--- config.mk ---
export PLATFORM = sky130hd
export DESIGN_NAME = saff_stage
export DESIGN_NICKNAME = d
export VERILOG_FILES = /design/src/hdl/separable_ar1_field_filter_assert.svh /design/src/hdl/saff_pkg.sv /design/src/hdl/saff_stage.sv
export SDC_FILE = /design/constraint.sdc
export NUM_CORES = 2
export LEC_CHECK = 0
export ABC_AREA = 1
export BUFFER_PORTS_ARGS = -buffer_cell sky130_fd_sc_hd__buf_2
export CAP_MARGIN = 20
export CORE_UTILIZATION = 66
export DETAILED_ROUTE_END_ITERATION = 8
export PLACE_DENSITY = 0.84
export SLEW_MARGIN = 20
export SYNTH_ARGS = -nofsm -noshare
export SYNTH_HDL_FRONTEND = slang
export SYNTH_SLANG_ARGS = --single-unit
--- constraint.sdc ---
create_clock -name clk -period 7.5 [get_ports clk]
set_clock_uncertainty 0.2 [all_clocks]
set_input_delay 0.375 -clock clk [delete_from_list [all_inputs] [get_ports clk]]
set_output_delay 0.375 -clock clk [all_outputs]
set_load 0.005 [all_outputs]
--- src/hdl/separable_ar1_field_filter_assert.svh ---
// Assertion macros for the separable AR(1) field filter.
// Each check is clocked on clk and switched off while rst is high.
`ifndef SEPARABLE_AR1_FIELD_FILTER_ASSERT_SVH
`define SEPARABLE_AR1_FIELD_FILTER_ASSERT_SVH
`ifndef SYNTHESIS
`define SAFF_ASSERT_SAME(lbl, ante, cons) \
  lbl: assert property (@(posedge clk) disable iff (rst) (ante) |-> (cons)) \
    else $error("saff assertion failed");
`define SAFF_ASSERT_NEXT(lbl, ante, cons) \
  lbl: assert property (@(posedge clk) disable iff (rst) (ante) |=> (cons)) \
    else $error("saff assertion failed");
`else
`define SAFF_ASSERT_SAME(lbl, ante, cons)
`define SAFF_ASSERT_NEXT(lbl, ante, cons)
`endif
`endif

--- src/hdl/saff_pkg.sv ---
package saff_pkg;

  localparam int MAX_ROW_LEN = 1024;
  localparam int MAX_PLANE   = 16384;
  localparam int ROWS_LIMIT  = 16384;
  localparam int NUM_AXES    = 3;

  localparam int COL_W      = $clog2(MAX_ROW_LEN);   // column index
  localparam int LEN_W      = 11;                    // row_length register
  localparam int ROW_W      = $clog2(ROWS_LIMIT);    // row index
  localparam int RPP_W      = 15;                    // rows_per_plane register
  localparam int PLANE_AW   = $clog2(MAX_PLANE);     // plane store address
  localparam int POS_W      = ROW_W + LEN_W + 1;     // row * len + col
  localparam int CFG_DATA_W = 17;

  typedef enum logic [2:0] {
    CFG_ROW_LENGTH     = 3'd0,
    CFG_ROWS_PER_PLANE = 3'd1,
    CFG_RHO_AXIS1      = 3'd2,
    CFG_RHO_AXIS2      = 3'd3,
    CFG_RHO_AXIS3      = 3'd4,
    CFG_GAIN_AXIS1     = 3'd5,
    CFG_GAIN_AXIS2     = 3'd6,
    CFG_GAIN_AXIS3     = 3'd7
  } cfg_idx_t;

  typedef struct packed {
    logic signed [15:0] noise_sample;
    logic               start_of_field;
  } in_item_t;

  typedef struct packed {
    logic signed [15:0] filtered_value;
    logic               saturated;
    logic               plane_overflow;
  } out_item_t;

  typedef struct packed {
    logic signed [15:0] value;
    logic               clipped;
  } stage_res_t;

endpackage

--- src/hdl/saff_stage.sv ---
// One AR(1) stage: y = rho*prev + gain*x, Q6.27 -> Q4.12, round half up,
// saturate. Products registered, sum/round/clip in the following cycle.
module saff_stage (
  input  logic                      clk,
  input  logic signed [16:0]        rho,
  input  logic        [15:0]        gain,
  input  logic signed [15:0]        prev,
  input  logic signed [15:0]        x,
  output saff_pkg::stage_res_t      res
);

  logic signed [32:0] prod_rho;
  logic signed [32:0] prod_gain;
  logic signed [34:0] sum;
  logic signed [19:0] q;

  always_ff @(posedge clk) begin
    prod_rho  <= rho * prev;
    prod_gain <= $signed({1'b0, gain}) * x;
  end

  always_comb begin
    sum = 35'(prod_rho) + 35'(prod_gain) + 35'sd16384;
    q   = sum[34:15];
    if (q > 20'sd32767) begin
      res.value   = 16'sh7fff;
      res.clipped = 1'b1;
    end else if (q < -20'sd32768) begin
      res.value   = 16'sh8000;
      res.clipped = 1'b1;
    end else begin
      res.value   = q[15:0];
      res.clipped = 1'b0;
    end
  end

endmodule

Yosys cells after proc, flatten, opt, wreduce, memory -nomap -nowiden

Cells that the tools add are included.

Register bits after elaboration: 66
Logic and storage cells: 10

$add $sub $neg: 2
Multipliers: 2
$lt $le $gt $ge: 2
Mux-type cells: 2

Operators by type and width:

| operator               | number |
|---|---|
| $mul 17x16->33         | 2 |
| $add 34x16->35 const B | 1 |
| $add 33x33->34         | 1 |
| $mux 17                | 2 |
| $gt 20x16->1 const B   | 1 |
| $lt 20x16->1 const B   | 1 |

Depth between registers and ports, before layout

Depth in word-level cells: 5
Depth in mapped cells: 27
Depth with buffers taken out: 25

Worst setup path after synthesis

No wires, ideal clock.

Path kind: input-to-reg
Start point: in prev[5]
End point: reg prod_rho[32]
Setup time: 0.072 ns
Data arrival time: 5.541 ns
Data required time: 7.228 ns
Path slack: 1.687 ns
Cell stages on the path: 19
Cells stage by stage: clkbuf_1 -> clkbuf_1 -> nand2_1 -> fa_1 -> inv_1 -> fa_1 -> inv_1 -> fa_1 -> fa_1 -> fa_1 -> fa_1 -> inv_1 -> ha_1 -> nand2_1 -> o21ai_0 -> a221oi_1 -> o21ai_0 -> a21oi_1 -> xor2_1

Word-level cells in the longest chain between the ends: 1

Ends and longest elaborated chain:

| what                   | RTL line         | text |
|---|---|---|
| start: declaration     | saff_stage.sv:7  | `input logic signed [15:0] prev,` |
| $mul 17x16->33         | saff_stage.sv:18 | `prod_rho <= rho * prev;` |
| end signal: assignment | saff_stage.sv:18 |  |
| end: declaration       | saff_stage.sv:12 | `logic signed [32:0] prod_rho;` |

No other way between the ends.

Final worst setup path

Start point: in prev[1]
End point: reg prod_rho[32]

The elaborated chain is that of the path after synthesis.

==> flow_metrics.env <==
export IMPL_syn_inst=3077
export IMPL_cts_repair_resize_count=0
export IMPL_die_area_um2=36570
export IMPL_critPathCaptureType="flip-flop"
export IMPL_cts_hold_buf=0
export IMPL_rows=68
export IMPL_fmax_ghz=0.1605
export IMPL_whs_path_depth=3
export IMPL_critPathMaxFanout=17
export IMPL_cts_sinks=66
export IMPL_syn_area_per_cell_um2=7.680
export IMPL_drv_slew=0
export IMPL_route_detailed_drc=0
export IMPL_startpoint_type="input pin"
export IMPL_hold_path_class="in -> reg"
export IMPL_clkTransAtPathRegs_ns=0.05
export IMPL_max_slew_margin_pct=48.99
export IMPL_port_buffers=82
export IMPL_synth_cell_types=43
export IMPL_cts_buffers=9
export IMPL_layout_commonest_cell="inv_1"
export IMPL_grt_pass1_wl_um=93500
export IMPL_n_antenna_cell=0
export IMPL_io_pins=83
export IMPL_syn_to_final_growth_pct=3.500
export IMPL_die_width_um=191.2
export IMPL_wirelength_um=54690
export IMPL_synth_nets=3883
export IMPL_multi_input_area_um2=18440
export IMPL_wl_per_cell_um=15.57
export IMPL_outcome="completed"
export IMPL_drt_pass1_iterations=6
export IMPL_overflow=0
export IMPL_layout_nets=3860
export IMPL_hold_violations=0
export IMPL_crit_type="in -> reg"
export IMPL_core_um2=34880
export IMPL_tightest_slew_ns=0.7556
export IMPL_gp_congestion=0.9943
export IMPL_dpl_hpwl_um=47230
export IMPL_initial_core_util_pct=67.74
export IMPL_synth_ff_latch_count=66
export IMPL_final_setup_viol_count=0
export IMPL_vias=18943
export IMPL_ys_seq_area_share_pct=5.591
export IMPL_cts_root_buf="clkbuf_16"
export IMPL_track_usage_pct=32.09
export IMPL_period_minus_slack_ns=6.229
export IMPL_post_cts_setup_buffers=0
export IMPL_ctsHtreeMaxLevel=3
export IMPL_grt_pass1_vias=20429
export IMPL_area_sequential_um2=1321
export IMPL_worst_slack_ns=1.271
export IMPL_min_period_over_period_pct=83.05
export IMPL_post_place_cells=3498
export IMPL_cp_arrival_ns=6.29
export IMPL_hold_start="x[0]"
export IMPL_final_cell_mix="inv_1 (907), nand2_1 (785), fa_1 (470)"
export IMPL_drt_initial_drc_count=1396
export IMPL_drive_above_1_share_pct=4.349
export IMPL_syn_area_um2=23630
export IMPL_worstPathRequired_ns=7.56
export IMPL_cts_tree="built"
export IMPL_die_h_um=191.2
export IMPL_yosys_warnings=0
export IMPL_cap_violations=0
export IMPL_ant_nets=0
export IMPL_dpl_cell_area_um2=24160
export IMPL_antenna_found_initial=0
export IMPL_vias_per_cell=5.392
export IMPL_fin_tns_setup_ns=0
export IMPL_fin_cells=3513
export IMPL_rsz0062_at_grt="false"
export IMPL_clockBufferDepth=2
export IMPL_grt_max_degree=18
export IMPL_fin_area_um2=24460
export IMPL_whs_endpoint="prod_gain[0]"
export IMPL_pre_cts_ws_ns=1.014
export IMPL_fill_cells=2797
[cells in the mapped netlist, drive strengths merged]
master	n	area (um^2)
inv	910	3416
nand2	797	3022
fa	470	9409
ha	270	3378
clkbuf	113	424.2
nor2	104	400.4
a21oi	90	454.2
dfxtp	66	1321
xor2	47	411.6
o21ai	41	216.5
xnor2	35	306.5
nand3	34	170.2
o21bai	16	135.1
nor3	13	70.07
or2	13	81.33
a21o	12	90.09
a31oi	10	62.56
nand4	9	56.30
a21boi	6	45.04
buf	4	30.03
nor4	4	25.02
o211ai	3	22.52
a221oi	2	17.52
a211oi	1	7.510
a221o	1	10.01
and3	1	6.260
nor4b	1	8.760
o2111ai	1	8.760
o221ai	1	8.760
o311ai	1	8.760
o31ai	1	7.510
[layout make-up]
type	instances	share of cell area, %
inverter	910	13.97
tap	455	2.328
timing repair buffer	83	1.709
multi-input combinational	1984	75.39
clock buffer	10	0.9771
sequential	66	5.402
clock inverter	5	0.2251
[metrics by stage]
stage	hold WS, ns	util (%)
floorplan	0.2685	-
global placement	0.5766	69.27
detailed placement	0.5910	69.27
CTS	0.2435	70.11
global route	0.2537	70.11
finish	0.2480	70.11
[worst max-delay path, stage by stage]
cell	delay (ns)
buf_2	0.33
nand2_1	0.17
inv_1	0.15
fa_1	0.55
fa_1	0.85
inv_1	0.15
fa_1	0.52
fa_1	0.46
fa_1	0.51
fa_1	0.51
inv_1	0.04
ha_1	0.34
a21oi_1	0.21
o21ai_0	0.18
a221oi_1	0.41
o21ai_0	0.15
a21oi_1	0.18
xor2_1	0.18
[routing by layer]
metal	share of wire, %	GRT usage [%]	vias to the layer above
li1	-	-	8758
met1	41	42.66	9230
met2	47	52.68	828
met3	9.1	6.756	127
met4	2.9	9.921	0
met5	0	0	-
[logic make-up after synthesis]
family,Yosys count,synth area share [%]
AOI/OAI and AO/OA,186,4.633
xor gates and xnor gates,82,3.039
adders and majority gates,740,54.11
buffers and inverters,1027,16.38
DFF,66,5.591
and+or+nand+nor,976,16.25
[worst max path at each step]
| stage | to | slack (ns) | cells past startpoint | from |
|---|---|---|---|---|
| final | prod_rho[32] | 1.27 | 18 | prev[1] |
| after global routing | prod_rho[32] | 0.95 | 18 | prev[1] |
| after global placement | prod_rho[25] | 1.25 | 17 | prev[1] |
| after detailed placement | prod_rho[32] | 1.01 | 18 | prev[1] |
| after CTS | prod_rho[32] | 1.35 | 18 | prev[1] |
| after floorplan | prod_rho[32] | 1.69 | 19 | prev[5] |
[state kept, by name, indices dropped and copies added (netlist names)]
name / count
prod_rho: 33
prod_gain: 33
Power is not shown: default switching activity piles up to over one toggle a cycle in this logic, so the estimate is an artifact.
